[src/hw/rtl/ppq_pkg.sv]
// shared types, constants and codes for the polynomial prefix hash query unit
`timescale 1ns / 1ps

package ppq_pkg;

    // field widths
    localparam int HASH_W   = 30;
    localparam int POS_W    = 10;
    localparam int LETTER_W = 5;
    localparam int CODE_W   = 2;

    // modulus and barrett reciprocal floor(2^60 / p)
    localparam logic [HASH_W-1:0] HASH_PRIME = 30'd1000000007;
    localparam logic [30:0]       BARRETT_MU = 31'((64'd1 << 60) / 64'(HASH_PRIME));

    localparam logic [HASH_W-1:0] HASH_BASE_RST = 30'd31;

    localparam int DEF_MAX_LEN = 1024;
    localparam int Q_DEPTH     = 2;

    // opcodes
    localparam logic [CODE_W-1:0] OP_CLEAR  = 2'd0;
    localparam logic [CODE_W-1:0] OP_APPEND = 2'd1;
    localparam logic [CODE_W-1:0] OP_QUERY  = 2'd2;

    // status codes
    localparam logic [CODE_W-1:0] ST_OK    = 2'd0;
    localparam logic [CODE_W-1:0] ST_RANGE = 2'd1;
    localparam logic [CODE_W-1:0] ST_FULL  = 2'd2;

    // work classes handed from front to back
    typedef enum logic [1:0] {
        K_ZERO,
        K_APPEND,
        K_QUERY
    } t_kind;

    typedef struct packed {
        t_kind                kind;
        logic [CODE_W-1:0]    status;
        logic                 first;
        logic [LETTER_W-1:0]  letter;
    } t_ctl;

    // back-end sequencer states
    typedef enum logic [2:0] {
        BS_IDLE,
        BS_READ,
        BS_READ2,
        BS_MUL1,
        BS_MUL2,
        BS_WAIT,
        BS_FIN,
        BS_OUT
    } t_bstate;

endpackage

[src/hw/rtl/ppq_front.sv]
// front end: tracks string length, classifies each item and builds its command
`timescale 1ns / 1ps

module ppq_front #(
    parameter int MAX_LEN = 1024
) (
    input  logic                         i_clk,
    input  logic                         i_rst_n,
    input  logic                         i_valid,
    input  logic                         i_q_full,
    input  logic [ppq_pkg::CODE_W-1:0]   i_opcode,
    input  logic [ppq_pkg::LETTER_W-1:0] i_letter,
    input  logic [ppq_pkg::POS_W-1:0]    i_left,
    input  logic [ppq_pkg::POS_W-1:0]    i_right,
    output logic                         o_ready,
    output logic                         o_push,
    output ppq_pkg::t_ctl                o_ctl,
    output logic [$clog2(MAX_LEN)-1:0]   o_addr_a,
    output logic [$clog2(MAX_LEN)-1:0]   o_addr_b,
    output logic [$clog2(MAX_LEN)-1:0]   o_addr_p
);

    import ppq_pkg::*;

    localparam int AW = $clog2(MAX_LEN);
    localparam int LW = $clog2(MAX_LEN + 1);
    localparam int CW = (LW > POS_W) ? LW : POS_W;

    logic [LW-1:0]    r_len, n_len;
    logic [POS_W-1:0] w_span;
    logic [POS_W-1:0] w_left_m1;

    assign o_ready   = !i_q_full;
    assign o_push    = i_valid && !i_q_full;
    assign w_span    = i_right - i_left + POS_W'(1);
    assign w_left_m1 = i_left - POS_W'(1);

    always_comb begin
        n_len        = r_len;
        o_ctl.kind   = K_ZERO;
        o_ctl.status = ST_OK;
        o_ctl.first  = 1'b0;
        o_ctl.letter = i_letter;
        o_addr_a     = AW'(i_right);
        o_addr_b     = AW'(w_left_m1);
        o_addr_p     = AW'(w_span);
        unique case (i_opcode)
            OP_CLEAR: begin
                n_len = '0;
            end
            OP_APPEND: begin
                if (r_len == LW'(MAX_LEN)) begin
                    o_ctl.status = ST_FULL;
                end else begin
                    // addr_b carries the write slot on append
                    o_ctl.kind  = K_APPEND;
                    o_ctl.first = (r_len == '0);
                    o_addr_a    = AW'(r_len - LW'(1));
                    o_addr_p    = AW'(r_len - LW'(1));
                    o_addr_b    = AW'(r_len);
                    n_len       = r_len + LW'(1);
                end
            end
            OP_QUERY: begin
                if ((i_left > i_right) || (CW'(i_right) >= CW'(r_len))) begin
                    o_ctl.status = ST_RANGE;
                end else begin
                    o_ctl.kind  = K_QUERY;
                    o_ctl.first = (i_left == '0);
                end
            end
            default: begin
            end
        endcase
    end

    always_ff @(posedge i_clk) begin
        if (!i_rst_n) begin
            r_len <= '0;
        end else if (o_push) begin
            r_len <= n_len;
        end
    end

endmodule

[config.mk]
export PLATFORM = sky130hd
export DESIGN_NAME = ppq_front
export DESIGN_NICKNAME = d
export VERILOG_FILES = /design/src/hw/rtl/ppq_pkg.sv /design/src/hw/rtl/ppq_front.sv
export SDC_FILE = /design/constraint.sdc
export NUM_CORES = 1
export LEC_CHECK = 0
export BUFFER_PORTS_ARGS = -buffer_cell sky130_fd_sc_hd__buf_2
export CORE_ASPECT_RATIO = 1.5
export CORE_MARGIN = 2
export CORE_UTILIZATION = 25
export DETAILED_ROUTE_END_ITERATION = 8
export SYNTH_ARGS = -nofsm -noshare
export SYNTH_HDL_FRONTEND = slang
export SYNTH_SLANG_ARGS = --single-unit
[constraint.sdc]
create_clock -name i_clk -period 5.6 [get_ports i_clk]
set_input_delay 0 -clock i_clk [delete_from_list [all_inputs] [get_ports i_clk]]
set_output_delay 0 -clock i_clk [all_outputs]
set_load 0.005 [all_outputs]
==> results of run 1 <==
==> synth_stat cells, types with 2 or more instances <==
cell,instances
nand2_1,25
o211ai_1,3
mux2i_1,3
a21o_1,3
o41ai_1,2
nor2b_1,3
buf_6,3
nor2_1,30
inv_1,42
xnor2_1,21
o31ai_1,2
a22oi_1,4
and3_1,2
nor3_1,8
a31oi_1,2
ha_1,42
nand3_1,11
fa_1,2
o21ai_1,3
nand4_1,8
o21ai_0,13
nor4_1,3
dfxtp_1,11
o22ai_1,3
and2_1,2
xor2_1,8
buf_2,4
buf_4,6
or3_1,2
o21bai_1,2
a21oi_1,20
==> layout make-up <==
cell class,instances,area [um^2],area share [%]
multi-input combinational,243,1780,66.2
clock buffer,4,78.8,2.93
inverter,43,161,6.00
tap,110,138,5.12
timing repair buffer,62,310,11.5
sequential,11,220,8.19
==> routing by layer <==
metal	share of wire, %	vias to the layer above
met2	57	44
li1	-	1173
met1	37	1059
met4	2.5	0
met5	0	-
met3	3.4	13
==> worst min path at each step <==
stage	from	to	slack, ps	depth (start not counted)
floorplan	i_q_full	o_ready	30	1
global placement	i_letter[2]	o_ctl[2]	0.04	0
detailed placement	i_letter[2]	o_ctl[2]	0.04	0
CTS	i_letter[2]	o_ctl[2]	0.04	0
global route	i_letter[4]	o_ctl[4]	0.02	0
finish	i_letter[1]	o_ctl[1]	0.002	0
==> metrics by stage <==
step                      util (%)  cell area [um^2]
after floorplan                  -              2260
after global placement        29.6              2610
final                         30.5              2690
after detailed placement      29.6              2610
after CTS                     30.5              2690
after global routing          30.5              2690
==> power breakdown <==
part	switching (mW)	internal, mW
logic	0.107	0.0815
registers	0.000504	0.0789
clock network	0.0372	0.0957
==> cells by family (layout without fill, tap and decap cells) <==
| group | after synthesis | count (layout) | synth area share, % |
|---|---|---|---|
| xor+xnor | 29 | 29 | 11.2 |
| fa+ha+maj | 44 | 44 | 25.0 |
| flops | 11 | 11 | 9.74 |
| buf+inv | 56 | 109 | 11.5 |
| mux | 3 | 3 | 1.33 |
| simple gates | 103 | 103 | 23.8 |
| compound gates | 64 | 64 | 17.4 |
==> critical path: cells and delay by family, from the launching register on <==
kind	cells	cell delay, ps
flip-flops	1	370
buffers and inverters	2	310
AND/OR/NAND/NOR	1	380
adder cells (fa/ha/maj)	1	210
AO/OA/AOI/OAI	2	1300
==> run_results.csv, run 1 <==
group,metric,value,unit
logic_synthesis,netlist_top_cells_area,"ha_1, dfxtp_1, xnor2_1",
clock_tree,cts_sinks,11,
global_routing,busiest_layer,"met2",
layout,nets,439,
logic_synthesis,syn_area,2260,um^2
logic_synthesis,synth_top_cell_by_area,"ha_1",
sta,finalClockSkew,0.543,ps
place,routabilityCongestion,0.797,
critical_path,cp_slowest_stage_delay,950,ps
logic_synthesis,ys_types,48,
critical_path,r2r_setup_slack,3170,ps
drt,vias_per_cell,4.84,
floorplanning,fp.dieArea,9840,um^2
drt,final_antenna_net_count,0,
pwr,leakagePower,1.32,nW
critical_path,cp_data_required_time,5600,ps
layout,diodes,0,
sta,max_slew_margin,28.8,%
pwr,powerDensity,149,nW/um^2
sta,hold_viol_final,0,
sta,rsz0062_at_grt,"no",
floorplanning,io_pins,73,
global_routing,met1_usage,13.7,%
drt,vias,2289,
worst_hold_path,worstHoldPathType,"primary input to output pin",
logic_synthesis,syn-num-nets,385,
critical_path,worstSetupEndpoint,"o_addr_a[4]",
clock_tree,cts_resized,0,
critical_path,crit_type,"register to output pin",
clock_tree,ctsHoldBuffers,0,
drt,dr.pass1.iters,4,
clock_tree,cts_buffers,3,
critical_path,startpoint_type,"register",
logic_synthesis,yosys_warnings,0,
critical_path,cp_slowest_cell,"a41o_1",
place,dp_slack,3050,ps
status,outcome,"complete, no violations",
place,dp_cells,469,
layout,largest_register_ffs,11,
critical_path,path_max_fanout,31,
sta,slew_violations,0,
global_routing,grt_start_max_net_pins,32,
clock_tree,cts_tree,"done",
logic_synthesis,yosysTopAreaCellShare,23.2,%
critical_path,critPathLaunch,"r_len[0]",
clock_tree,cts_root_buf,"clkbuf_16",
place,numPortBuffers,62,
layout,layout_commonest_cell,"buf_2",
critical_path,r2r_cells,7,
critical_path,r2r_start,"r_len[0]",
global_routing,met2_usage,29.2,%
critical_path,critPathArrivalTime,2830,ps
drt,drc,0,
sta,tightest_slew,1070,ps
floorplanning,die_h,120,um
clock_tree,clkLatencyLatePin,240,ps
drt,first_iter_violations,116,
logic_synthesis,yosys_register_bits,11,
logic_synthesis,synthCells,310,
floorplanning,die_w,81.6,um
logic_synthesis,avgSynthCellArea,7.29,um^2
floorplanning,fp.coreArea,8830,um^2
floorplanning,start_util,25.6,%
sta,setup_violations,0,
global_routing,track_usage,14.3,%
sta,layout_min_cycle_time,2830,ps
logic_synthesis,synth_edf_count,0,
layout,reg_top3,"r_len (11)",
layout,fill_cells,966,
pwr,vdd.ir_drop.worst,74.4,uV
global_routing,antenna_found_initial,0,
layout,layout-drive-gt1-share,19.6,%
layout,area_growth,18.9,%
layout,layout_common_cells,"buf_2, inv_1, ha_1",
critical_path,path_cells,"inv_1 -> ha_1 -> nor4b_4 -> a41o_1 -> o21ai_0 -> buf_2",
sta,fmax,354,MHz
logic_synthesis,seq_area_frac_synth,9.74,%
global_routing,grt_util_met3,1.87,%
floorplanning,rows,42,
flow_run,cap_violations,0,
clock_tree,post-cts-setup-buffers,0,
critical_path,cp-end-kind,"output pin",
global_routing,grt_overflow,0,
drt,wl_per_cell,14.7,um
place,dpl.hpwl,6.04,mm
sta,period_share,50.5,%
drt,routed_wl,6.96,mm
clock_tree,ctsLongestPathBuffers,2,
logic_synthesis,synth-async-reset-ratio,0,%
clock_tree,clk_pin_slew_worst_paths,40,ps
critical_path,reg2reg_to,"r_len[0]",
clock_tree,htreeDepth,1,
global_routing,first_global_vias,2302,
logic_synthesis,synthFlopType,"dfxtp_1",
layout,regMostFlops,"r_len",
sta,setup_slack,2770,ps
layout,finalNonFillerCells,473,
global_routing,grt_pass1_wl,10.8,mm
sta,whs,0.00224,ps
sta,tns,0,ps
pwr,p_total,0.401,mW
No activity file was read; power rests on OpenSTA's default activity.
==> run 2, diff against run 1 <==
==> constraint.sdc (replaced) <==
create_clock -name i_clk -period 2.4 [get_ports i_clk]
set_input_delay 0 -clock i_clk [delete_from_list [all_inputs] [get_ports i_clk]]
set_output_delay 0 -clock i_clk [all_outputs]
set_load 0.005 [all_outputs]
==> run_results.csv, run 2 (same netlist as run 1, synthesis figures left out) <==
group,metric,value,unit
clock_tree,cts_buffers,3,
pwr,p_sw_share,34.8,%
global_routing,grt_overflow,0,
clock_tree,clk_pin_slew_worst_paths,40,ps
floorplanning,die_w,81.6,um
pwr,p_comb_share,48.4,%
floorplanning,fp.dieArea,9840,um^2
clock_tree,cts_root_buf,"clkbuf_16",
place,dp_cells,474,
place,routabilityCongestion,0.804,
place,dp_slack,128,ps
sta,whs,0.00224,ps
pwr,p_switching,0.322,mW
critical_path,r2r_setup_slack,400,ps
clock_tree,ctsLongestPathBuffers,2,
layout,diodes,0,
sta,finalClockSkew,1.75,ps
global_routing,track_usage,14.0,%
sta,max_slew_margin,61.7,%
critical_path,crit_type,"register to output pin",
sta,tightest_slew,571,ps
critical_path,path_max_fanout,17,
sta,layout_min_cycle_time,2260,ps
drt,drc,0,
sta,setup_violations,0,
sta,tns,0,ps
pwr,powerDensity,336,nW/um^2
place,numPortBuffers,62,
layout,area_growth,21.9,%
sta,hold_viol_final,0,
pwr,seqPwrFrac,20.0,%
critical_path,r2r_cells,7,
pwr,internal-power,0.604,mW
critical_path,r2r_start,"r_len[0]",
pwr,vdd.ir_drop.worst,250,uV
layout,layout_commonest_cell,"buf_2",
worst_hold_path,hp-start,"i_letter[1]",
floorplanning,io_pins,73,
floorplanning,start_util,25.6,%
pwr,leakagePower,1.36,nW
drt,final_antenna_net_count,0,
layout,largest_register_ffs,11,
global_routing,grt_pass1_wl,10.6,mm
drt,dr.pass1.iters,4,
worst_hold_path,holdPathEnd,"o_ctl[1]",
clock_tree,htreeDepth,1,
sta,slew_violations,0,
floorplanning,fp.coreArea,8830,um^2
layout,layout_common_cells,"buf_2, inv_1, ha_1",
worst_hold_path,min_path_cells,0,
floorplanning,die_h,120,um
drt,routed_wl,6.84,mm
sta,fmax,443,MHz
drt,vias,2311,
critical_path,cp-end-kind,"output pin",
layout,finalNonFillerCells,479,
layout,post-route-util,31.2,%
layout,reg_top3,"r_len (11)",
status,outcome,"complete, no violations",
layout,layout-drive-gt1-share,21.7,%
layout,regMostFlops,"r_len",
sta,setup_slack,142,ps
pwr,power_frac_clock,31.5,%
drt,first_iter_violations,76,
clock_tree,cts_tree,"done",
global_routing,first_global_vias,2229,
layout,nets,445,
critical_path,cp_data_required_time,2400,ps
flow_run,cap_violations,0,
critical_path,reg2reg_to,"r_len[1]",
critical_path,critPathArrivalTime,2260,ps
drt,wl_per_cell,14.3,um
worst_hold_path,worstHoldPathType,"primary input to output pin",
global_routing,antenna_found_initial,0,
clock_tree,clkLatencyLatePin,230,ps
sta,period_share,94.1,%
floorplanning,rows,42,
critical_path,startpoint_type,"register",
clock_tree,cts_sinks,11,
global_routing,grt_start_max_net_pins,32,
drt,vias_per_cell,4.82,
place,dpl.hpwl,5.98,mm
run 2: cell count changes in the layout (fill, tap and decap cells not counted):
cell	change
dfxtp_2	+2
o41ai_2	+1
dfxtp_1	-2
buf_12	+1
o41ai_1	-1
buf_4	+5
run 2: through the flow:
stage,power [mW],cell area (um^2)
global placement,0.631,2660
finish,0.926,2760
CTS,0.934,2740
detailed placement,0.635,2660
floorplan,0.463,2260
global route,0.998,2760
run 2: area by class of cell:
class	instances	area (um^2)
Multi-Input combinational cell	243	1790
Tap cell	110	138
Clock buffer	4	78.8
Sequential cell	11	223
Timing Repair Buffer	68	368
Inverter	43	161
Fill cell	968	6070
run 2: worst max-delay path: stages, from the launching register on:
cell and delay (ps):
dfxtp_1 380, inv_1 80, ha_1 210, nor4b_4 360, nand4_2 260, and2_4 300
a21oi_1 260, buf_2 170
run 2: power groups by stage:
stage | clock network [mW] | logic (mW) | registers [mW]
6_report | 0.292 | 0.449 | 0.186
5_1_grt | 0.308 | 0.505 | 0.185
4_1_cts | 0.299 | 0.450 | 0.185
3_5_place_dp | 0 | 0.446 | 0.188
3_3_place_gp | 0 | 0.443 | 0.188
2_1_floorplan | 0 | 0.275 | 0.188
run 2: worst max-delay path by stage:
stage | startpoint | end
floorplan | i_right[1] | o_addr_p[9]
global placement | i_right[1] | o_addr_p[9]
detailed placement | i_right[1] | o_addr_p[9]
CTS | r_len[2] | o_ctl[5]
global route | r_len[0] | o_addr_b[4]
finish | r_len[0] | o_addr_p[4]
run 2: timing repair:
item                                    4_1_cts  5_1_grt
hold buffers                                  0        0
resized for setup                             0        3
endpoints found under the setup margin        0        4
setup buffers                                 0        1
run 2: metal layers:
layer	wire length, um	global-route usage (%)
met4	218	5.52
met5	0	0
met1	2520	14.7
met2	3860	27.5
met3	241	1.19
