==> src/hw/rtl/ppq_queue.sv <==
// small register fifo between the front classifier and the back sequencer
`timescale 1ns / 1ps

module ppq_queue #(
    parameter int WIDTH = 8,
    parameter int DEPTH = 2
) (
    input  logic             i_clk,
    input  logic             i_rst_n,
    input  logic             i_push,
    input  logic [WIDTH-1:0] i_data,
    output logic             o_full,
    input  logic             i_pop,
    output logic             o_valid,
    output logic [WIDTH-1:0] o_data
);

    localparam int PW = (DEPTH > 1) ? $clog2(DEPTH) : 1;
    localparam int CW = $clog2(DEPTH + 1);

    logic [WIDTH-1:0] r_ent [DEPTH];
    logic [PW-1:0]    r_wr_ptr, n_wr_ptr;
    logic [PW-1:0]    r_rd_ptr, n_rd_ptr;
    logic [CW-1:0]    r_count, n_count;

    always_comb begin
        n_wr_ptr = r_wr_ptr;
        n_rd_ptr = r_rd_ptr;
        n_count  = r_count;
        if (i_push) begin
            n_wr_ptr = (r_wr_ptr == PW'(DEPTH - 1)) ? '0 : r_wr_ptr + PW'(1);
        end
        if (i_pop) begin
            n_rd_ptr = (r_rd_ptr == PW'(DEPTH - 1)) ? '0 : r_rd_ptr + PW'(1);
        end
        if (i_push && !i_pop) begin
            n_count = r_count + CW'(1);
        end else if (!i_push && i_pop) begin
            n_count = r_count - CW'(1);
        end
    end

    always_ff @(posedge i_clk) begin
        if (!i_rst_n) begin
            r_wr_ptr <= '0;
            r_rd_ptr <= '0;
            r_count  <= '0;
        end else begin
            r_wr_ptr <= n_wr_ptr;
            r_rd_ptr <= n_rd_ptr;
            r_count  <= n_count;
        end
    end

    always_ff @(posedge i_clk) begin
        if (i_push) begin
            r_ent[r_wr_ptr] <= i_data;
        end
    end

    assign o_full  = (r_count == CW'(DEPTH));
    assign o_valid = (r_count != '0);
    assign o_data  = r_ent[r_rd_ptr];

endmodule

==> config.mk <==
export PLATFORM = sky130hd
export DESIGN_NAME = ppq_queue
export DESIGN_NICKNAME = d
export VERILOG_FILES = /design/src/hw/rtl/ppq_queue.sv
export SDC_FILE = /design/constraint.sdc
export NUM_CORES = 1
export LEC_CHECK = 0
export BUFFER_PORTS_ARGS = -buffer_cell sky130_fd_sc_hd__buf_2
export CORE_MARGIN = 2
export CORE_UTILIZATION = 52
export CTS_CLUSTER_DIAMETER = 150
export DETAILED_ROUTE_END_ITERATION = 16
export PLACE_DENSITY = 0.79
export SLEW_MARGIN = 20
export SYNTH_ARGS = -nofsm -noshare
export SYNTH_HDL_FRONTEND = slang
export SYNTH_SLANG_ARGS = --single-unit
==> constraint.sdc <==
create_clock -name i_clk -period 2.2 [get_ports i_clk]
set_input_delay 0.22 -clock i_clk [delete_from_list [all_inputs] [get_ports i_clk]]
set_output_delay 0.22 -clock i_clk [all_outputs]
set_load 0.1 [all_outputs]
==> results of run 1 <==
==> flip-flops by register name, indices dropped and copies added (netlist names), named ones only <==
name / count
r_ent: 16
r_count: 2
r_rd_ptr: 1
r_wr_ptr: 1
==> final cells by class <==
class | instances | share of cell area (%)
Sequential cell | 21 | 61.5
Inverter | 1 | 0.398
Timing Repair Buffer | 21 | 11.1
Multi-Input combinational cell | 24 | 22.0
Clock buffer | 4 | 2.79
Tap cell | 16 | 2.12
==> worst max path at each step <==
stage | from | end | slack (ns)
3_3_place_gp | register | o_data[6] | 0.80
6_report | register | o_data[6] | 0.48
3_5_place_dp | register | o_data[6] | 0.79
5_1_grt | register | o_data[4] | 0.40
2_1_floorplan | register | o_data[0] | 0.96
4_1_cts | register | o_data[6] | 0.45
==> power groups by stage <==
| stage | logic [mW] | registers (mW) | clock network (mW) |
|---|---|---|---|
| floorplan | 0.222 | 0.470 | 0 |
| global placement | 0.250 | 0.477 | 0 |
| detailed placement | 0.254 | 0.480 | 0 |
| CTS | 0.254 | 0.471 | 0.177 |
| global route | 0.263 | 0.474 | 0.195 |
| finish | 0.252 | 0.470 | 0.171 |
==> metrics by stage <==
step                utilization, %  total power [mW]  hold slack (ns)
floorplan                        -             0.692            0.319
global placement              62.3             0.727            0.408
detailed placement            62.3             0.734            0.417
CTS                           64.1             0.902            0.118
global route                  64.1             0.932            0.106
finish                        64.1             0.893            0.125
==> cells in the mapped netlist, types with 2 or more instances <==
cell type and count:
nor2b_1 2, edfxtp_1 16, and2_1 4, xor2_1 2
mux2_2 8, dfxtp_1 5
==> routing by layer <==
layer	up-vias	part of all wire (%)	track usage (%)
li1	218	-	-
met4	0	1.0	5.45
met3	2	5.0	1.70
met2	12	54	29.0
met5	-	0	0
met1	199	40	15.4
==> cell families (layout without fill, tap and decap cells) <==
group           Yosys count  in the layout  synth area share, %
simple gates              9              9                 7.38
xor+xnor                  3              3                 3.30
mux                       8              8                 11.3
fa+ha+maj                 1              1                 1.57
flops                    21             21                 72.8
buf+inv                   2             26                 1.10
compound gates            3              3                 2.51
==> results.yml, run 1 <==
synth:
  yosysTopAreaCell: "edfxtp_1"
  syn_inst: 47
  ys_seq_area_share_pct: 72.8
  synth-seq-cells: 21
  synth_edf_count: 16
  ys_warn_count: 0
  synth_area_leaders: "edfxtp_1, dfxtp_1, mux2_2, and2_1, xor2_1"
  netlist_area_um2: 797
  synth_nets: 60
  yosysTopAreaCellShare_pct: 60.3
  postSynthAreaPerCell_um2: 17.0
  synth_cell_types: 16
  synthArstFlopShare_pct: 0
  synthFlopType: "edfxtp_1"
drt:
  drt.antenna.violating_nets: 0
  routed_wl_mm: 1.18
  first_iter_violations: 3
  drcViolationCount: 0
  vias_per_cell: 4.95
  first_pass_iters: 2
  wl_per_cell_um: 13.6
  vias: 431
cells_and_area:
  final_cells: 87
  drive_above_1_share_pct: 47.9
  multi_input_area_um2: 208
  final_nets: 85
  layout_common_cells: "buf_2, edfxtp_1, mux2_2"
  synthToLayoutAreaGrowth_pct: 18.4
  regArea_um2: 581
  fillers: 126
  diodes: 0
  final_cell_area_um2: 943
  final_common_cell: "buf_2"
die:
  die_w_um: 43.2
  die_height_um: 43.2
  ios: 22
  die_area_um2: 1860
  row_count: 14
  core_area_um2: 1470
  initial_utilization_pct: 54.2
placement:
  dp_slack_ns: 0.788
  hpwl_um: 942
  dp_cells: 83
  placed_cell_area_um2: 917
  place_congestion: 0.633
  numPortBuffers: 21
clocking:
  path_clk_slew_ns: 0.11
  cts_tree: "yes"
  hold_buffers: 0
  numCtsBuffers: 3
  ctsResizeCount: 0
  cts_root_buf: "clkbuf_4"
  clkSinkCount: 21
  cts_buffer_depth: 2
  post-cts-setup-buffer-count: 0
  cts-htree-levels: 1
  worstSkewPairLatency_ns: 0.28
worst_setup_path:
  crit_path_start_kind: "register"
  cp_slowest_cell: "dfxtp_1"
  worst_setup_path_end_kind: "primary output"
  reg2reg_from: "r_wr_ptr"
  ff2ff_setup_slack_ns: 0.91
  cp_data_required_time_ns: 1.98
  worst_path_dominant_cell_family: "flip-flops"
  cpPeakStageDelay_ns: 0.54
  crit_fanout: 8
  cp_data_arrival_time_ns: 1.50
  path_cells: "mux2_2, buf_2"
  rr_endpoint: "r_ent[0][0]"
  path_buf_inv: 1
  r2r_cells: 1
  crit_cells: 2
  path_class: "register to primary output"
timing:
  worstMarginPinSlew_ns: 0.747
  fmax_mhz: 583
  period_share_pct: 78.0
  relSlewSlack_pct: 50.1
  period_needed_ns: 1.72
  clock_skew_ns: 0.00690
  fin_ws_ns: 0.483
  setup_viol_count_final: 0
  rsz0062_at_grt: "false"
  tns_ns: 0
  maxSlewViolCount: 0
  hold_viol_final: 0
run:
  drv_cap: 0
worst_hold_path:
  min_from: "i_data[5]"
  min_path_cells: 1
  hold_end: "r_ent[0][5]"
  hp-class: "input port to register"
power_and_ir_drop:
  p_per_area_nw_per_um2: 947
  switching_share_pct: 35.0
  p_comb_share_pct: 28.2
  p_leak_nw: 0.381
  switchingPower_mw: 0.313
  ir_drop_uv: 506
  internal-power_mw: 0.580
  p_clk_share_pct: 19.1
  power_frac_seq_pct: 52.7
global_routing:
  grt_util_all_layers_pct: 14.7
  grt_max_degree: 12
  grt_pass1_vias: 490
  gr-total-overflow: 0
  antenna_found_initial: 0
  grt_pass1_wl_mm: 2.02
run_status:
  status: "finished, final reports clean"
No activity file was read; power rests on OpenSTA's default activity.
==> run 2, diff against run 1 <==
- CORE_UTILIZATION: 52 -> 48
- PLACE_DENSITY: 0.79 -> 0.74
- clock period: 2.2 -> 1.7 ns (I/O delays scaled with it)
==> run 2 against run 1 <==
Compared with the run above:
- setup slack lost 0.33 ns
- clock power grew 32%
- via count down 0.46%
- cell count is 2.3% higher
- combinational power rose by 31%
- hold slack lost 0.064 ns
- flip-flop and latch count unchanged
- count of clock-buffer cells in the layout is the same
- sequential power increased by 29%
- sequential share of layout area down 0.91 points
- final area increased by 1.7%
- global-route usage fell by 2.0 points
- critical endpoint is now o_data[1]
- largest cell class unchanged
- highest routed layer unchanged
==> results.yml, run 2 (synthesized netlist as in run 1, its figures left out) <==
run_status:
  status: "finished, final reports clean"
global_routing:
  grt_pass1_vias: 414
  grt_pass1_wl_mm: 1.70
  gr-total-overflow: 0
  grt_max_degree: 12
  grt_util_all_layers_pct: 12.7
  antenna_found_initial: 0
power_and_ir_drop:
  p_leak_nw: 0.391
  ir_drop_uv: 696
  total_power_mw: 1.16
  p_per_area_nw_per_um2: 1210
timing:
  period_needed_ns: 1.55
  clock_skew_ns: 0.00320
  maxSlewViolCount: 0
  setup_viol_count_final: 0
  fmax_mhz: 646
  hold_viol_final: 0
  period_share_pct: 91.0
  tns_ns: 0
  rsz0062_at_grt: "false"
  worstMarginPinSlew_ns: 0.491
  relSlewSlack_pct: 67.5
clocking:
  cts_tree: "yes"
  cts-htree-levels: 1
  worstSkewPairLatency_ns: 0.29
  cts_buffer_depth: 2
  clkSinkCount: 21
  cts_root_buf: "clkbuf_4"
  numCtsBuffers: 3
  path_clk_slew_ns: 0.10
  post-cts-setup-buffer-count: 0
die:
  die_height_um: 44.8
  row_count: 14
  die_w_um: 44.8
  ios: 22
  die_area_um2: 2000
  initial_utilization_pct: 52.3
  core_area_um2: 1520
placement:
  hpwl_um: 811
  place_congestion: 0.656
  numPortBuffers: 21
  dp_cells: 85
  placed_cell_area_um2: 932
drt:
  drcViolationCount: 0
  first_iter_violations: 3
  vias_per_cell: 4.82
  vias: 429
  wl_per_cell_um: 12.1
  drt.antenna.violating_nets: 0
  routed_wl_mm: 1.08
  first_pass_iters: 3
cells_and_area:
  layout_common_cells: "buf_2, edfxtp_1, mux2_2"
  final_util_pct: 63.0
  largestRegisters: "r_ent (16), r_count (2)"
  final_cell_area_um2: 960
  largest_reg_flops: 16
  diodes: 0
  final_cells: 89
  regMostFlops: "r_ent"
  final_nets: 87
  final_common_cell: "buf_2"
  drive_above_1_share_pct: 50.7
  synthToLayoutAreaGrowth_pct: 20.4
worst_setup_path:
  cp_data_arrival_time_ns: 1.38
  path_class: "register to primary output"
  cp_data_required_time_ns: 1.53
  crit_path_start_kind: "register"
  ff2ff_setup_slack_ns: 0.67
  reg2reg_from: "r_count[0]"
  r2r_cells: 3
  worst_setup_path_end_kind: "primary output"
  crit_fanout: 8
  rr_endpoint: "r_count[1]"
worst_hold_path:
  hold_end: "r_ent[0][6]"
  min_from: "i_data[6]"
  hp-class: "input port to register"
  min_path_cells: 1
run:
  drv_cap: 0
[run 2: stage by stage]
step                hold slack (ns)  worst slack, ns
floorplan                     0.269            0.512
global placement              0.360            0.338
detailed placement            0.362            0.352
CTS                          0.0468           0.0112
global route                 0.0295           0.0894
finish                       0.0613            0.152
[run 2: metal layers]
metal | GRT usage (%) | vias up | share of wire [%]
li1 | - | 221 | -
met1 | 14.4 | 192 | 44
met2 | 19.7 | 12 | 48
met3 | 4.80 | 4 | 5.2
met4 | 9.09 | 0 | 2.7
met5 | 0 | - | 0
[run 2: worst max-delay path by stage]
| stage | slack [ns] | to | startpoint |
|---|---|---|---|
| 2_1_floorplan | 0.51 | o_data[0] | register |
| 3_3_place_gp | 0.34 | o_data[5] | register |
| 3_5_place_dp | 0.35 | o_data[5] | register |
| 4_1_cts | 0.01 | o_data[5] | register |
| 5_1_grt | 0.09 | o_data[3] | register |
| 6_report | 0.15 | o_data[1] | register |
[run 2: repair_timing]
action	in CTS	in global routing
endpoints found under the setup margin	0	8
resized for setup	0	1
hold buffers	0	0
[run 2: power by group]
part	internal (mW)	switching (mW)	leakage [nW]	total, mW
registers	0.588	0.0193	0.192	0.607
clock network	0.0912	0.134	0.0150	0.225
logic	0.0770	0.253	0.184	0.330
total	0.756	0.406	0.391	1.16
[run 2: critical path, cell delays in order, from the launching register on]
cell	delay, ns
dfxtp_2	0.44
mux2_2	0.35
buf_2	0.29
[run 2: area by class of cell]
class	instances	area [um2]
Timing Repair Buffer	23	120
Inverter	1	3.75
Sequential cell	21	582
Tap cell	16	20.0
Clock buffer	4	26.3
Fill cell	126	564
Multi-Input combinational cell	24	208
==> run 3, diff against run 2 <==
- PLACE_DENSITY: 0.74 -> unset
- PLACE_DENSITY_LB_ADDON: unset -> 0.1
==> run 3 against run 2 <==
Compared with the run above:
- clock skew shrank 0.0024 ns
- die area is the same
- final area shrank 0.65%
==> results.yml, run 3 (synthesized netlist as in run 1, its figures left out) <==
run_status:
  status: "finished, final reports clean"
drt:
  drcViolationCount: 0
  vias_per_cell: 4.95
  first_iter_violations: 4
  first_pass_iters: 3
  drt.antenna.violating_nets: 0
  wl_per_cell_um: 13.1
  vias: 436
  routed_wl_mm: 1.15
cells_and_area:
  regMostFlops: "r_ent"
  synthToLayoutAreaGrowth_pct: 19.6
  diodes: 0
  largest_reg_flops: 16
  largestRegisters: "r_ent (16), r_count (2)"
  layout_common_cells: "buf_2, edfxtp_1, mux2_2"
  drive_above_1_share_pct: 51.4
  final_common_cell: "buf_2"
  final_nets: 86
worst_setup_path:
  path_buf_inv: 1
  cpPeakStageDelay_ns: 0.45
  worst_path_dominant_cell_family: "flip-flops"
  cp_data_required_time_ns: 1.53
  path_cells: "mux2_2, buf_2"
  crit_fanout: 8
  crit_path_start_kind: "register"
  path_class: "register to primary output"
  worst_setup_path_end_kind: "primary output"
  cp_slowest_cell: "dfxtp_2"
  cp_data_arrival_time_ns: 1.39
die:
  core_area_um2: 1520
  row_count: 14
  initial_utilization_pct: 52.3
  ios: 22
  die_area_um2: 2000
  die_height_um: 44.8
  die_w_um: 44.8
global_routing:
  gr-total-overflow: 0
  grt_pass1_wl_mm: 1.91
  grt_max_degree: 13
  antenna_found_initial: 0
  grt_util_all_layers_pct: 14.0
  grt_pass1_vias: 459
timing:
  setup_viol_count_final: 0
  fmax_mhz: 642
  worst_hold_slack_ns: 0.0606
  hold_viol_final: 0
  maxSlewViolCount: 0
  period_share_pct: 91.6
  relSlewSlack_pct: 67.5
  rsz0062_at_grt: "false"
  clock_skew_ns: 0.000760
  period_needed_ns: 1.56
  worstMarginPinSlew_ns: 0.490
  tns_ns: 0
clocking:
  post-cts-setup-buffer-count: 0
  cts_root_buf: "clkbuf_4"
  cts-htree-levels: 1
  ctsResizeCount: 0
  clkSinkCount: 21
  path_clk_slew_ns: 0.11
  cts_tree: "yes"
  worstSkewPairLatency_ns: 0.29
  hold_buffers: 0
  cts_buffer_depth: 2
  numCtsBuffers: 3
placement:
  numPortBuffers: 21
  hpwl_um: 887
  place_congestion: 0.642
worst_hold_path:
  hp-class: "input port to register"
power_and_ir_drop:
  p_per_area_nw_per_um2: 1220
  ir_drop_uv: 660
  p_leak_nw: 0.389
run:
  drv_cap: 0
-- run 3: per-stage QoR --
stage	cells	total power [mW]	setup WS [ns]	instance area, um2	util (%)
global placement	84	0.945	0.361	925	60.7
finish	88	1.16	0.142	953	62.6
CTS	88	1.17	0.00387	952	62.5
global route	88	1.22	0.0724	953	62.6
detailed placement	84	0.949	0.345	925	60.7
floorplan	47	0.896	0.512	797	-
-- run 3: per-layer routing --
metal  track usage, %  routed length (um)  vias to the layer above
li1                 -                   -                      222
met1             15.6                 498                      204
met2             25.5                 596                       10
met3             3.60                  59                        0
met4             5.45                   0                        0
met5                0                   0                        -
-- run 3: final cells by class --
cell class              count  area (um2)
clock buffers               3        22.5
clock inverters             1        5.00
fillers                   118         571
inverters                   1        3.75
multi-input cells          24         208
flip-flops and latches     21         582
well taps                  16        20.0
repair buffers             22         113
-- run 3: path summary, 6_finish.rpt --
check / start / to / slack, ns / cells after the start
setup / recovery: register / o_data[3] / 0.14 / 2
hold / removal: i_data[5] / r_ent[1][5] / 0.06 / 1
setup reg to reg: r_wr_ptr / r_ent[1][4] / 0.66 / 1
hold reg to reg: r_count[1] / r_count[1] / 0.51 / 2
-- run 3: power by group --
group | switching [mW] | internal (mW)
clock | 0.139 | 0.0874
sequential | 0.0198 | 0.588
combinational | 0.253 | 0.0749
